<file path="src/rtl/core/ptlm_pkg.sv">
// Shared types for the per-tag latest-max tracker.
package ptlm_pkg;

    // One incoming signal report.
    typedef struct packed {
        logic [31:0]        tag_id;
        logic signed [15:0] snr;
        logic               confirmed;
        logic [3:0]         source_label;
    } req_t;

    // One result with the current view and change flags.
    typedef struct packed {
        logic signed [15:0] display_snr;
        logic               display_valid;
        logic [3:0]         display_label;
        logic               low_confidence_only;
        logic signed [15:0] confirmed_max_snr;
        logic               confirmed_max_valid;
        logic               display_snr_changed;
        logic               display_label_changed;
        logic               low_only_changed;
        logic               confirmed_max_changed;
        logic               table_full_drop;
    } rsp_t;

    // Confirmed and low-confidence maxima kept between reports.
    typedef struct packed {
        logic signed [15:0] conf_max;
        logic [3:0]         conf_label;
        logic               conf_ok;
        logic signed [15:0] low_max;
        logic [3:0]         low_label;
        logic               low_ok;
    } track_state_t;

    // One slot of the tag table.
    typedef struct packed {
        logic [31:0]        tag;
        logic signed [15:0] snr;
        logic [3:0]         label;
    } slot_entry_t;

endpackage

</file>
<file path="src/rtl/core/ptlm_view.sv">
// Display selection and change flags from the maxima before and after a request.
module ptlm_view
    import ptlm_pkg::*;
(
    input  track_state_t old_st,
    input  track_state_t new_st,
    input  logic         applied,
    input  logic         drop,
    output rsp_t         rsp
);

    logic signed [15:0] od_snr, nd_snr;
    logic               od_valid, nd_valid;
    logic [3:0]         od_label, nd_label;
    logic               old_low_only, new_low_only;
    logic               snr_ch, lab_ch, cm_ch;

    // Displayed value: confirmed max first, then low-confidence max
    always_comb begin
        if (old_st.conf_ok) begin
            od_snr = old_st.conf_max; od_valid = 1'b1; od_label = old_st.conf_label;
        end else if (old_st.low_ok) begin
            od_snr = old_st.low_max;  od_valid = 1'b1; od_label = old_st.low_label;
        end else begin
            od_snr = '0;              od_valid = 1'b0; od_label = '0;
        end
        if (new_st.conf_ok) begin
            nd_snr = new_st.conf_max; nd_valid = 1'b1; nd_label = new_st.conf_label;
        end else if (new_st.low_ok) begin
            nd_snr = new_st.low_max;  nd_valid = 1'b1; nd_label = new_st.low_label;
        end else begin
            nd_snr = '0;              nd_valid = 1'b0; nd_label = '0;
        end
    end

    // Change detection
    assign old_low_only = !old_st.conf_ok && old_st.low_ok;
    assign new_low_only = !new_st.conf_ok && new_st.low_ok;
    assign snr_ch = (od_valid != nd_valid) || (nd_valid && (od_snr != nd_snr));
    assign lab_ch = (od_label != nd_label);
    assign cm_ch  = (old_st.conf_ok != new_st.conf_ok) ||
                    (new_st.conf_ok && ((old_st.conf_max != new_st.conf_max) ||
                                        (old_st.conf_label != new_st.conf_label)));

    // Result assembly
    always_comb begin
        rsp.display_snr           = nd_snr;
        rsp.display_valid         = nd_valid;
        rsp.display_label         = nd_label;
        rsp.low_confidence_only   = new_low_only;
        rsp.confirmed_max_snr     = new_st.conf_ok ? new_st.conf_max : 16'sd0;
        rsp.confirmed_max_valid   = new_st.conf_ok;
        rsp.display_snr_changed   = applied && snr_ch;
        rsp.display_label_changed = applied && lab_ch;
        rsp.low_only_changed      = applied && (old_low_only != new_low_only);
        rsp.confirmed_max_changed = applied && cm_ch;
        rsp.table_full_drop       = drop;
    end

endmodule

</file>
<file path="src/rtl/core/per_tag_latest_max_tracker_top.sv">
// Top level of the per-tag latest-max tracker: slot memory, scan sequencer, result register.
//
//  channel | direction | handshake          | payload
//  s_      | in        | s_valid / s_ready  | s_data (req_t)
//  m_      | out       | m_valid / m_ready  | m_data (rsp_t)
//
// A confirmed request passes from acceptance through a scan that reads one slot
// memory entry per cycle over the whole table, a resolve state for the last read to
// land, and a write-back state that loads the result, then returns to idle for the next.
// A low-confidence request goes from idle straight to write-back and does not touch the memory.
// Reset clears the slot valid bits and the maxima; slot contents need no clearing.
// A result waits in the output register; the write-back cycle stalls while it is held.
module per_tag_latest_max_tracker_top
    import ptlm_pkg::*;
#(
    parameter int TAG_SLOTS = 16
) (
    input  logic aclk,
    input  logic aresetn,
    input  logic s_valid,
    output logic s_ready,
    input  req_t s_data,
    output logic m_valid,
    input  logic m_ready,
    output rsp_t m_data
);

    localparam int AW = (TAG_SLOTS > 1) ? $clog2(TAG_SLOTS) : 1;

    typedef enum logic [1:0] {
        ST_IDLE,
        ST_SCAN,
        ST_RESOLVE,
        ST_FIN
    } state_t;

    state_t             state_reg;
    req_t               req_reg;
    logic [AW-1:0]      scan_cnt_reg;
    logic [TAG_SLOTS-1:0] valid_reg;
    track_state_t       st_reg, st_next;
    logic               m_valid_reg;
    rsp_t               m_data_reg;

    // slot memory and its read port
    slot_entry_t        mem [TAG_SLOTS];
    slot_entry_t        rd_entry_reg;
    logic [AW-1:0]      rd_idx_reg;
    logic               rd_vld_reg;

    // scan accumulators
    logic               hit_found_reg, free_found_reg, best_ok_reg;
    logic [AW-1:0]      hit_idx_reg, free_idx_reg;
    logic signed [15:0] hit_snr_reg, best_snr_reg;
    logic [3:0]         hit_label_reg, best_label_reg;
    logic [31:0]        best_tag_reg;

    logic               cur_valid, tag_eq, take_hit, take_free, take_best;
    logic               fin_go, hit_same, conf_applied, low_applied, applied, drop;
    logic               new_wins, mem_we;
    logic [AW-1:0]      wr_addr;
    slot_entry_t        wr_entry;
    rsp_t               rsp;

    assign s_ready = (state_reg == ST_IDLE);
    assign m_valid = m_valid_reg;
    assign m_data  = m_data_reg;

    // Per-slot decisions on the entry just read
    assign cur_valid = valid_reg[rd_idx_reg];
    assign tag_eq    = (rd_entry_reg.tag == req_reg.tag_id);
    assign take_hit  = cur_valid && tag_eq && !hit_found_reg;
    assign take_free = !cur_valid && !free_found_reg;
    assign take_best = cur_valid && !tag_eq &&
                       (!best_ok_reg || (rd_entry_reg.snr > best_snr_reg) ||
                        ((rd_entry_reg.snr == best_snr_reg) &&
                         (rd_entry_reg.tag < best_tag_reg)));

    // Write-back decisions
    assign fin_go       = (state_reg == ST_FIN) && (!m_valid_reg || m_ready);
    assign hit_same     = (hit_snr_reg == req_reg.snr) &&
                          (hit_label_reg == req_reg.source_label);
    assign conf_applied = hit_found_reg ? !hit_same : free_found_reg;
    assign low_applied  = !st_reg.low_ok || (req_reg.snr > st_reg.low_max);
    assign applied      = req_reg.confirmed ? conf_applied : low_applied;
    assign drop         = req_reg.confirmed && !hit_found_reg && !free_found_reg;
    // the updated entry competes with every other slot's best
    assign new_wins     = !best_ok_reg || (req_reg.snr > best_snr_reg) ||
                          ((req_reg.snr == best_snr_reg) && (req_reg.tag_id < best_tag_reg));
    assign mem_we       = fin_go && req_reg.confirmed && conf_applied;
    assign wr_addr      = hit_found_reg ? hit_idx_reg : free_idx_reg;
    assign wr_entry     = '{tag: req_reg.tag_id, snr: req_reg.snr,
                            label: req_reg.source_label};

    // Next maxima
    always_comb begin
        st_next = st_reg;
        if (req_reg.confirmed && conf_applied) begin
            st_next.conf_ok    = 1'b1;
            st_next.conf_max   = new_wins ? req_reg.snr : best_snr_reg;
            st_next.conf_label = new_wins ? req_reg.source_label : best_label_reg;
        end
        if (!req_reg.confirmed && low_applied) begin
            st_next.low_ok    = 1'b1;
            st_next.low_max   = req_reg.snr;
            st_next.low_label = req_reg.source_label;
        end
    end

    ptlm_view u_view (
        .old_st  (st_reg),
        .new_st  (st_next),
        .applied (applied),
        .drop    (drop),
        .rsp     (rsp)
    );

    // Slot memory: one write, one registered read per cycle
    always_ff @(posedge aclk) begin
        if (mem_we) begin
            mem[wr_addr] <= wr_entry;
        end
        rd_entry_reg <= mem[scan_cnt_reg];
        rd_idx_reg   <= scan_cnt_reg;
    end

    // Sequencer, accumulators and result register
    always_ff @(posedge aclk) begin
        if (!aresetn) begin
            state_reg   <= ST_IDLE;
            m_valid_reg <= 1'b0;
            valid_reg   <= '0;
            st_reg      <= '0;
            rd_vld_reg  <= 1'b0;
        end else begin
            rd_vld_reg <= (state_reg == ST_SCAN);
            if (fin_go) begin
                m_valid_reg <= 1'b1;
            end else if (m_ready) begin
                m_valid_reg <= 1'b0;
            end
            case (state_reg)
                ST_IDLE: begin
                    if (s_valid) begin
                        req_reg        <= s_data;
                        scan_cnt_reg   <= '0;
                        hit_found_reg  <= 1'b0;
                        free_found_reg <= 1'b0;
                        best_ok_reg    <= 1'b0;
                        state_reg      <= s_data.confirmed ? ST_SCAN : ST_FIN;
                    end
                end
                ST_SCAN: begin
                    scan_cnt_reg <= scan_cnt_reg + 1'b1;
                    if (scan_cnt_reg == AW'(TAG_SLOTS - 1)) begin
                        state_reg <= ST_RESOLVE;
                    end
                end
                ST_RESOLVE: begin
                    state_reg <= ST_FIN;
                end
                ST_FIN: begin
                    if (fin_go) begin
                        m_data_reg  <= rsp;
                        st_reg      <= st_next;
                        if (mem_we && !hit_found_reg) begin
                            valid_reg[free_idx_reg] <= 1'b1;
                        end
                        state_reg <= ST_IDLE;
                    end
                end
                default: begin
                    state_reg <= ST_IDLE;
                end
            endcase
            // fold the slot that came out of memory into the scan results
            if (rd_vld_reg) begin
                if (take_hit) begin
                    hit_found_reg <= 1'b1;
                    hit_idx_reg   <= rd_idx_reg;
                    hit_snr_reg   <= rd_entry_reg.snr;
                    hit_label_reg <= rd_entry_reg.label;
                end
                if (take_free) begin
                    free_found_reg <= 1'b1;
                    free_idx_reg   <= rd_idx_reg;
                end
                if (take_best) begin
                    best_ok_reg    <= 1'b1;
                    best_snr_reg   <= rd_entry_reg.snr;
                    best_tag_reg   <= rd_entry_reg.tag;
                    best_label_reg <= rd_entry_reg.label;
                end
            end
        end
    end

`ifndef SYNTHESIS
    // a confirmed maximum exists exactly when the table holds an entry
    a_conf_ok_matches_table: assert property (@(posedge aclk) disable iff (!aresetn)
        st_reg.conf_ok == (|valid_reg))
        else $error("confirmed max validity disagrees with slot valid bits");

    // a drop is only reported while every slot is used
    a_drop_only_when_full: assert property (@(posedge aclk) disable iff (!aresetn)
        (m_valid_reg && m_data_reg.table_full_drop) |-> (&valid_reg))
        else $error("table full drop with a free slot");

    // a dropped request changes nothing in the view
    a_drop_no_change: assert property (@(posedge aclk) disable iff (!aresetn)
        (m_valid_reg && m_data_reg.table_full_drop) |->
        !(m_data_reg.display_snr_changed || m_data_reg.display_label_changed ||
          m_data_reg.low_only_changed || m_data_reg.confirmed_max_changed))
        else $error("change flag set on a dropped request");

    // the confirmed maximum never goes away once found
    a_conf_ok_sticky: assert property (@(posedge aclk) disable iff (!aresetn)
        st_reg.conf_ok |=> st_reg.conf_ok)
        else $error("confirmed max validity dropped");
`endif

endmodule
</file>
<file path="config.mk">
export PLATFORM = sky130hd
export DESIGN_NAME = per_tag_latest_max_tracker_top
export DESIGN_NICKNAME = d
export VERILOG_FILES = /design/src/rtl/core/ptlm_pkg.sv /design/src/rtl/core/ptlm_view.sv /design/src/rtl/core/per_tag_latest_max_tracker_top.sv
export SDC_FILE = /design/constraint.sdc
export NUM_CORES = 1
export LEC_CHECK = 0
export BUFFER_PORTS_ARGS = -buffer_cell sky130_fd_sc_hd__buf_2
export CAP_MARGIN = 25
export CORE_UTILIZATION = 40
export CTS_BUF_LIST = sky130_fd_sc_hd__clkbuf_16
export DETAILED_ROUTE_END_ITERATION = 10
export PLACE_DENSITY = 0.57
export SLEW_MARGIN = 10
export SYNTH_ARGS = -nofsm -noshare
export SYNTH_HDL_FRONTEND = slang
export SYNTH_SLANG_ARGS = --single-unit
</file>
<file path="constraint.sdc">
create_clock -name aclk -period 13.3 [get_ports aclk]
set_input_delay 3.99 -clock aclk [delete_from_list [all_inputs] [get_ports aclk]]
set_output_delay 3.99 -clock aclk [all_outputs]
set_load 0.005 [all_outputs]
</file>
# After elaboration in Yosys (flattened, before gate mapping)
# Memories as Yosys holds them, arrays and structs flattened. A register that Yosys moved wholly into a read port is not among the register bits.
# Cells that the tools add are included.
totals:
  input_bits: 57
  reg_bits: 250
  mem_bits_rw: 832
  word_cells: 170
  n_memories: 1
  output_inout_bits: 46
classes:
  add_sub_neg: 1
  magnitude_cmp: 8
  n_reduce_logical: 57
  eq_ne: 19
  n_bitwise: 1
  muxes: 46
mem_list:
  columns: ["name", "words", "width", "read_ports", "rd_clocked_by_memory_dff", "wr", "line_no", "text"]
  rows:
  - ["mem", 16, 52, 1, 1, 1, "per_tag_latest_max_tracker_top.sv:46", "slot_entry_t mem [TAG_SLOTS];"]
ops:
  columns: ["op", "count"]
  rows:
  - ["16-bit 2-to-1 mux", 5]
  - ["32-bit < comparator", 2]
  - ["16-bit == test", 3]
  - ["16-bit > comparator", 3]
  - ["21-bit 2-to-1 mux", 2]
  - ["32-bit == test", 1]
  - ["16-bit != test", 2]
  - ["4-bit 2-to-1 mux", 7]
  - ["1-bit logical AND", 25]
  - ["1-bit 2-to-1 mux", 24]
  - ["3-bit AND reduction", 8]
  - ["16-bit OR", 1]
  - ["1-bit zero test", 11]
  - ["4-bit by 5-bit < comparator with 1-bit output (second input constant)", 2]
  - ["1-bit logical OR", 9]
  - ["2-bit 2-to-1 mux", 4]
  - ["4-bit != test", 2]
  - ["2-bit one-hot mux with 4 select lines", 1]
  - ["4-bit one-hot mux with 2 select lines", 1]
  - ["4-bit by 1-bit adder with 4-bit output (second input constant)", 1]
  - ["1-bit binary-select mux with 4-bit select", 1]
  - ["1-bit demux with 4-bit select", 1]
  - ["2-bit == test (second input constant)", 2]
  - ["4-bit == test", 1]
  - ["9 further kinds", 13]

# Longest topological paths before layout
# Gate-level depths: netlist of the first run.
logic_depth:
  ltp_word: 11
  depth_mapped: 15
  mapped_depth_nobuf: 13

# Cells and area by module
# A second synthesis of the first run with hierarchy kept.
unflattened:
  cells_unflattened: 2857
  area_unflattened_um2: 46644.7
modules_own_cells:
  columns: ["module", "area_per_inst_um2", "cells_each", "instances", "seq_area_each_um2"]
  rows:
  - ["per_tag_latest_max_tracker_top", 45262.2, 2671, 1, 32871.5]
  - ["ptlm_view", 1382.6, 186, 1, 0.0]

# Worst setup path before layout of the first run
# No wires, ideal clock.
synth_path:
  path_type: "in2reg"
  start: "input port m_ready"
  end: "memory mem[12][0] (netlist bit) (enable)"
  setup_time_ns: 0.462
  arrival_time_ns: 7.076
  path_stages: 6
  setup_slack_ns: 5.762
  required_ns: 12.838
  n_path_buf: 1
  cell_sequence: "nand2b_1 > nand2_1 > nor2_1 > clkbuf_1 > o21ai_0 > nor2_1"
synth_via:
  elab_chain_len: 6
synth_rtl:
  columns: ["item", "line_no", "text"]
  rows:
  - ["start: declaration", "per_tag_latest_max_tracker_top.sv:24", "input logic m_ready,"]
  - ["1-bit logical OR", "per_tag_latest_max_tracker_top.sv:80", "assign fin_go = (state_reg == ST_FIN) && (!m_valid_reg || m_ready);"]
  - ["1-bit logical AND", "per_tag_latest_max_tracker_top.sv:80", null]
  - ["1-bit logical AND (2 in a row)", "per_tag_latest_max_tracker_top.sv:90", "assign mem_we = fin_go && req_reg.confirmed && conf_applied;"]
  - ["1-bit 2-to-1 mux", "per_tag_latest_max_tracker_top.sv:120", "if (mem_we) begin"]
  - ["1-bit 2-to-1 mux (implied by the code)", "per_tag_latest_max_tracker_top.sv:121", "mem[wr_addr] <= wr_entry;"]
  - ["end: declaration", "per_tag_latest_max_tracker_top.sv:46", null]
# Every way passes these cells.

# Worst setup path in the final report of the first run
layout_path:
  start: "input port m_ready"
  end: "memory mem[15][33] (netlist bit) (enable)"
# The elaborated chain is that of the path after synthesis.

==> results of run 1 <==
## worst max path at each step
stage	from	end	slack [ns]	depth (start not counted)
final	m_ready	mem[15][33]	7.05	8
after CTS	m_ready	mem[15][33]	7.06	8
after global routing	m_ready	mem[15][33]	6.94	8
after global placement	m_ready	mem[7][20]	6.34	8
after floorplan	m_ready	mem[12][0]	5.76	6
after detailed placement	m_ready	mem[15][29]	6.31	8
## kinds of logic after synthesis
group	Yosys count	synth area share
and+or+nand+nor	371	0.03775
muxes	359	0.1100
buffers and inverters	207	0.01727
AOI/OAI and AO/OA	506	0.07109
adders and majority gates	115	0.03143
xor gates and xnor gates	75	0.01435
DFF	1134	0.7181
## report_power, final
| group | internal [W] | switching [W] | total, W |
|---|---|---|---|
| clock | 0.00195 | 0.00138 | 0.00333 |
| sequential | 0.00411 | 0.000194 | 0.00430 |
| combinational | 0.000543 | 0.000817 | 0.00136 |
## layer usage
metal | track usage | share of wire | vias up
met5 | 0 | 0 | -
met4 | 0.05157 | 0.023 | 0
met3 | 0.02826 | 0.050 | 167
met2 | 0.3151 | 0.49 | 737
met1 | 0.2650 | 0.44 | 13020
li1 | - | - | 11280
## cell usage in the layout, fill, tap and decap left out, types with 77 or more instances in the layout
master | Yosys | layout
a21oi_1 | 126 | 126
buf_2 | 2 | 102
clkbuf_16 | 0 | 117
dfxtp_1 | 118 | 118
edfxtp_1 | 1016 | 1016
ha_1 | 115 | 115
inv_1 | 84 | 105
mux2i_1 | 192 | 192
mux4_2 | 109 | 109
nand2_1 | 142 | 142
nor2_1 | 96 | 77
o21ai_0 | 141 | 141
## metrics by stage
stage / hold WS, ns / total power (W)
finish: 0.4583 / 0.008997
global route: 0.4833 / 0.009348
CTS: 0.4673 / 0.009075
detailed placement: 0.4528 / 0.005738
global placement: 0.4437 / 0.005701
floorplan: 0.3721 / 0.005206
## worst max-delay path, delay by kind of cell
kind,cells,cell delay (ns)
buffers and inverters,3,1.07
AND/OR/NAND/NOR,5,1.48
## final cells by class
cell class | count | area (um2) | share of cell area
clock buffer | 117 | 2928 | 0.05572
clock inverter | 103 | 1013 | 0.01929
inverter | 84 | 315.3 | 0.006000
multi-input combinational | 1426 | 12280 | 0.2336
sequential | 1134 | 32870 | 0.6255
tap | 1500 | 1877 | 0.03572
timing repair buffer | 185 | 1266 | 0.02410
==> impl_metrics.ini, run 1 <==
[status]
run_status = completed

[sta]
tightest_slew_ns = 1.057
setup_viol = 0
period_share = 0.4698
timing.final.crit_period_ns = 6.249
grt_setup_unrepaired = false
relSlewSlack = 0.2954
fmax_mhz = 160.0
drv_slew = 0
fin_ws_ns = 7.051
fin_skew_ns = 0.04209
setup_tns_ns = 0
finalHoldViolCount = 0

[synth]
async_flop_share = 0
yosys-top-cells-count = 1016 x edfxtp_1, 192 x mux2i_1, 142 x nand2_1
synth_edf_count = 1016
synth_top_area_cell = edfxtp_1
synth.area.top_cells = edfxtp_1 67%, mux4_2 5.4%, dfxtp_1 5.2%, mux2i_1 4.2%, ha_1 3.1%
netlist_area_um2 = 45780
syn_inst = 2767
ys_warn_count = 0
syn_avg_cell_area_um2 = 16.54
yosysUniqueCellTypes = 68
synthFlopType = edfxtp_1
synthesis.nets = 2939
synth_most_common_cell = edfxtp_1
synth_top_area_frac = 0.6665
ys_seq_elements = 1134
ys_seq_area_frac = 0.7181

[cells_and_area]
final_core_util = 0.4652
syn2layout_area_growth_pct = 14.80
antenna_cells = 0
instances_no_fill = 4549
fillers = 9746
largest_register_ffs = 832
nets = 3120
stdcell_area_um2 = 52550
drive_above_1_share = 0.1833

[floorplanning]
core_area_um2 = 113000
dieArea_um2 = 115800
die_h_um = 340.3
start_util = 0.4052
num_rows = 123
num_io_pins = 103
die_x_um = 340.3

[power]
p_leak_nw = 17.99
p_per_area_nw_per_um2 = 171.2
vdd_drop_max_mv = 0.1084

[clock_network]
post_cts_buffers = 0
cts-root-buf = clkbuf_16
cts_htree_levels = 3
cts_made_buffers = 117
hold_buffers = 0
clkSinkCount = 1134
cts-resized-gates = 0
clk_path_buf_depth = 3
clk_latency_ns = 0.71
cts_tree = done
clk_pin_slew_ns = 0.06

[worst_hold_path]
min_from = rd_entry_reg[4]
hold_depth = 0
hp-class = reg -> reg
whs_endpoint = best_snr_reg[0]

[place]
dpl_cell_area_um2 = 48460
place_ws_ns = 6.312
io_buffer_count = 102
hpwl_um = 65770
gp_congestion = 0.8678
dp.cells = 4323

[drt]
ant_nets = 0
viasPerCell = 5.541
via_count = 25200
wl_per_cell_um = 24.39
wl_um = 110900
drt_iter0_drc = 1994
drc = 0
firstDrtPassIters = 5

[global_routing]
grt_start_max_net_pins = 110
grt_usage = 0.1914
overflow = 0
grt_pass1_vias = 25920
antenna_found_initial = 2
grt_pass1_wl_um = 166600

[critical_path]
worstReg2RegStart = req_reg[5]
cp-end-kind = flop
path_class = in -> reg
rrSetupSlack_ns = 7.49
slowest_stage = nor2_4
crit_arrival_ns = 6.59
path_max_fanout = 40
slowest_delay_ns = 0.73
critPathRequiredTime_ns = 13.64
timing.rr.end = m_data[1]
cp-start-kind = input pin
r2r_cells = 14
crit_chain = buf_2, nand2b_1, nand2_1, nor2_2, buf_4, nand2_1, nor2_4, buf_4

[run]
maxCapViolations = 0
(Power assumes the default switching activity.)
==> run 2, diff against run 1 <==
==> constraint.sdc (replaced) <==
create_clock -name aclk -period 6.06 [get_ports aclk]
set_input_delay 1.818 -clock aclk [delete_from_list [all_inputs] [get_ports aclk]]
set_output_delay 1.818 -clock aclk [all_outputs]
set_load 0.005 [all_outputs]
==> impl_metrics.ini, run 2 (synthesized netlist as in run 1, its figures left out) <==
[drt]
drt_iter0_drc = 2144
ant_nets = 0
wl_um = 117200
via_count = 25370
firstDrtPassIters = 5
drc = 0
wl_per_cell_um = 25.72
viasPerCell = 5.569

[worst_hold_path]
min_from = valid_reg[12]
whs_endpoint = valid_reg[12]
hp-class = reg -> reg
hold_depth = 2

[floorplanning]
dieArea_um2 = 115800
die_h_um = 340.3
num_rows = 123
die_x_um = 340.3
start_util = 0.4052
num_io_pins = 103
core_area_um2 = 113000

[sta]
setup_viol = 0
drv_slew = 0
timing.final.crit_period_ns = 5.195
fmax_mhz = 192.5
whs_ns = 0.4721
finalHoldViolCount = 0
tightest_slew_ns = 1.014
grt_setup_unrepaired = false
fin_skew_ns = 0.03452
setup_tns_ns = 0
period_share = 0.8572
relSlewSlack = 0.3239

[global_routing]
use_met1 = 0.2775
busiest_layer = met2
overflow = 0
grt_pass1_wl_um = 173400
antenna_found_initial = 3
use_met3 = 0.02731
grt_usage = 0.2022
use_met2 = 0.3385
grt_pass1_vias = 25850
grt_start_max_net_pins = 115

[critical_path]
rrSetupSlack_ns = 0.87
path_max_fanout = 18
path_class = reg -> reg
timing.rr.end = m_data[1]
crit_arrival_ns = 5.63
r2r_cells = 13
worstReg2RegStart = req_reg[36]
cp-end-kind = flop
cp-start-kind = flop
critPathRequiredTime_ns = 6.49

[clock_network]
cts_made_buffers = 116
post_cts_buffers = 0
hold_buffers = 0
cts-root-buf = clkbuf_16
cts_tree = done
cts_htree_levels = 3
clk_path_buf_depth = 3
clk_pin_slew_ns = 0.06
cts-resized-gates = 0
clkSinkCount = 1134
clk_latency_ns = 0.71

[place]
dp.cells = 4335
hpwl_um = 67800
gp_congestion = 0.8724
io_buffer_count = 102

[cells_and_area]
nets = 3127
drive_above_1_share = 0.1883
syn2layout_area_growth_pct = 15.35
layout_commonest_cell = edfxtp_1
instances_no_fill = 4555
largest_register_ffs = 832
final_core_util = 0.4674
final_cell_mix = 1016 x edfxtp_1, 192 x mux2i_1, 142 x nand2_1, 141 x o21ai_0, 126 x a21oi_1

[power]
vdd_drop_max_mv = 0.2455
power_w = 0.01980
p_leak_nw = 18.06
p_per_area_nw_per_um2 = 374.9

[run]
maxCapViolations = 0

[status]
run_status = completed
==> run 2: layout make-up <==
class                   count  area, um2
diodes                      1      2.502
clock buffers             118       2953
clock inverters            99       1036
fillers                  9571      60160
inverters                  84      315.3
multi-input cells        1426      12290
flip-flops and latches   1134      32870
well taps                1500       1877
repair buffers            193       1461
==> run 2: per-stage QoR <==
stage	cell area [um2]	setup WS (ns)
floorplan	45780	0.6944
global placement	48770	0.8770
detailed placement	48800	0.8623
CTS	52790	0.8251
global route	52800	0.4894
finish	52800	0.8653
==> run 2: layer usage <==
metal / vias to the layer above / share of wire
met4: 0 / 0.023
li1: 11320 / -
met1: 13110 / 0.44
met5: - / 0
met2: 766 / 0.49
met3: 177 / 0.051
==> run 2: how the worst max path moves through the flow <==
stage / start / slack [ns] / to / depth (start not counted)
global placement: req_reg[49] / 0.88 / m_data[1] / 13
global route: req_reg[36] / 0.49 / m_data[1] / 13
finish: req_reg[36] / 0.87 / m_data[1] / 13
CTS: req_reg[36] / 0.83 / m_data[1] / 13
detailed placement: req_reg[36] / 0.86 / m_data[1] / 13
floorplan: m_ready / 0.69 / mem[12][0] / 6
==> run 2: power breakdown <==
| group | internal (W) | leakage [nW] | switching (W) |
|---|---|---|---|
| clock network | 0.00438 | 2.01 | 0.00300 |
| registers | 0.00902 | 10.1 | 0.000414 |
| logic | 0.00118 | 5.92 | 0.00180 |
| total | 0.0146 | 18.1 | 0.00521 |
==> run 2: worst max-delay path, stage by stage (launching register included) <==
cell and delay, ns:
edfxtp_1 0.64, ha_1 0.44, nand4_1 0.13, nor3_1 0.34, o311ai_0 0.22, a31oi_1 0.60, o221ai_4 0.48, buf_4 0.33
mux2i_1 0.19, and3_4 0.23, a2111oi_4 0.30, nand4_1 0.13, or4_1 0.43, o41a_1 0.43
==> run 3, diff against run 2 <==
--- a/config.mk
+++ b/config.mk
@@ -5,6 +5,7 @@
 export SDC_FILE = /design/constraint.sdc
 export NUM_CORES = 1
 export LEC_CHECK = 0
+export ABC_AREA = 1
 export BUFFER_PORTS_ARGS = -buffer_cell sky130_fd_sc_hd__buf_2
 export CAP_MARGIN = 25
 export CORE_UTILIZATION = 40
==> impl_metrics.ini, run 3 <==
[status]
run_status = completed

[global_routing]
grt_usage = 0.2099
grt_start_max_net_pins = 190
grt_pass1_vias = 28930
grt_pass1_wl_um = 185100
overflow = 0
antenna_found_initial = 4

[critical_path]
path_class = reg -> reg
critPathRequiredTime_ns = 6.52
cp-start-kind = flop
cp-end-kind = flop
r2r_cells = 20
path_max_fanout = 24
crit_arrival_ns = 4.85

[cells_and_area]
final_cell_mix = 1016 x edfxtp_1, 637 x nand2_1, 318 x o21ai_0, 287 x nor2_1, 273 x inv_1
stdcell_area_um2 = 52930
largest_register_ffs = 832
fillers = 10300
drive_above_1_share = 0.1052
layout_commonest_cell = edfxtp_1
antenna_cells = 0
nets = 4103
syn2layout_area_growth_pct = 13.90

[synth]
netlist_area_um2 = 46470
ys_warn_count = 0
synth_top_area_frac = 0.6566
ys_seq_elements = 1134
synth_top_area_cell = edfxtp_1
async_flop_share = 0
synth.area.top_cells = edfxtp_1 66%, nand2_1 5.2%, dfxtp_1 5.1%, o21ai_0 3.4%, ha_1 3.1%
synthesis.nets = 3977
synth_edf_count = 1016
ys_seq_area_frac = 0.7074
yosys-top-cells-count = 1016 x edfxtp_1, 638 x nand2_1, 318 x o21ai_0
synthFlopType = edfxtp_1
yosysUniqueCellTypes = 48
syn_inst = 3805
syn_avg_cell_area_um2 = 12.21
synth_most_common_cell = edfxtp_1

[floorplanning]
die_h_um = 342.8
num_io_pins = 103
die_x_um = 342.8
dieArea_um2 = 117500
core_area_um2 = 114800
start_util = 0.4047
num_rows = 124

[power]
vdd_drop_max_mv = 0.2833
switching_share = 0.3027
p_leak_nw = 19.11
p_sw_w = 0.006188
clkPwrFrac = 0.344
comb_power_share = 0.190
seq_power_share = 0.466
p_int_w = 0.01425
p_per_area_nw_per_um2 = 386.2

[clock_network]
clkSinkCount = 1134
cts_htree_levels = 3
clk_latency_ns = 0.73
hold_buffers = 0
cts_made_buffers = 118
clk_path_buf_depth = 3
post_cts_buffers = 0
clk_pin_slew_ns = 0.06
cts_tree = done
cts-root-buf = clkbuf_16
cts-resized-gates = 0

[drt]
wl_um = 123900
drt_iter0_drc = 2926
ant_nets = 0
wl_per_cell_um = 22.36
viasPerCell = 5.458
drc = 0
firstDrtPassIters = 5
via_count = 30250

[sta]
finalHoldViolCount = 0
relSlewSlack = 0.3369
tightest_slew_ns = 0.9947
grt_setup_unrepaired = false
drv_slew = 0
timing.final.crit_period_ns = 4.385
fmax_mhz = 228.1
setup_tns_ns = 0
setup_viol = 0
fin_skew_ns = 0.03782
period_share = 0.7235

[place]
gp_congestion = 0.9236
io_buffer_count = 102
hpwl_um = 72870
dpl_cell_area_um2 = 49140

[run]
maxCapViolations = 0

[worst_hold_path]
hp-class = reg -> reg
hold_depth = 2
[run 3: changes by cell type in the layout (fill, tap and decap cells not counted), moves of 72 or more]
| cell | change |
|---|---|
| nand2_1 | +495 |
| o22ai_1 | +83 |
| a22oi_1 | -72 |
| inv_1 | +177 |
| mux2i_1 | -188 |
| nor2_1 | +211 |
| o21ai_0 | +177 |
| nand3_1 | +184 |
| mux4_2 | -109 |
[run 3: cells by family after synthesis]
| family | count (synthesis) | synth area share |
|---|---|---|
| multiplexers | 4 | 0.0008617 |
| adder cells (fa/ha/maj) | 115 | 0.03096 |
| XOR/XNOR | 35 | 0.006597 |
| buffers and inverters | 455 | 0.03753 |
| AO/OA/AOI/OAI | 789 | 0.1006 |
| flip-flops | 1134 | 0.7074 |
| AND/OR/NAND/NOR | 1273 | 0.1161 |
[run 3: cell type report]
cell class | count | area (um2) | area share
clock buffers | 119 | 2978 | 0.05626
clock inverters | 101 | 785.8 | 0.01485
inverters | 256 | 972.2 | 0.01837
multi-input cells | 2216 | 12010 | 0.2270
flip-flops and latches | 1134 | 32870 | 0.6211
well taps | 1512 | 1892 | 0.03574
repair buffers | 205 | 1416 | 0.02676
[run 3: final timing paths]
| kind | startpoint | endpoint | slack (ns) |
|---|---|---|---|
| worst max-delay path | req_reg[19] | m_data[4] | 1.68 |
| worst min-delay path | valid_reg[9] | valid_reg[9] | 0.46 |
| worst max register to register | req_reg[19] | m_data[4] | 1.68 |
| worst min register to register | valid_reg[9] | valid_reg[9] | 0.46 |
[run 3: routing by layer]
metal	track usage	part of all wire
met1	0.2949	0.45
met2	0.3358	0.47
met3	0.03618	0.066
met4	0.05683	0.020
met5	0	0.00019
[run 3: critical path: stages (launching register included)]
cell,delay [ns]
edfxtp_1,0.96
ha_1,0.37
nand2_1,0.08
nor2_1,0.07
nor3b_2,0.16
nand3_1,0.17
nor2_1,0.06
nand2_1,0.07
clkinv_1,0.08
nand2_2,0.29
nand3_2,0.54
nand2_1,0.19
nand3_1,0.29
nand3_1,0.25
nand2_1,0.09
nand2_1,0.06
nand2_1,0.05
nor2_1,0.10
nand2_1,0.07
nor2_1,0.10
nand3_1,0.07
[run 3: metrics by stage]
stage | hold WS, ns | utilization | power, W | cells | worst slack, ns
finish | 0.4581 | 0.4610 | 0.02044 | 5543 | 1.675
global route | 0.4885 | 0.4610 | 0.02135 | 5543 | 1.226
global placement | 0.4416 | 0.4278 | 0.01352 | 5321 | 1.721
floorplan | 0.3721 | - | 0.01202 | 3805 | 0.9474
detailed placement | 0.4495 | 0.4280 | 0.01355 | 5322 | 1.708
CTS | 0.4626 | 0.4608 | 0.02057 | 5542 | 1.735
[run 3: power by group through the flow]
stage                     combinational, W  sequential [W]  clock (W)
after floorplan                    0.00245         0.00956          0
after global placement             0.00384         0.00968          0
after detailed placement           0.00387         0.00968          0
after CTS                          0.00388         0.00952    0.00717
after global routing               0.00432         0.00956    0.00747
final                              0.00388         0.00953    0.00704
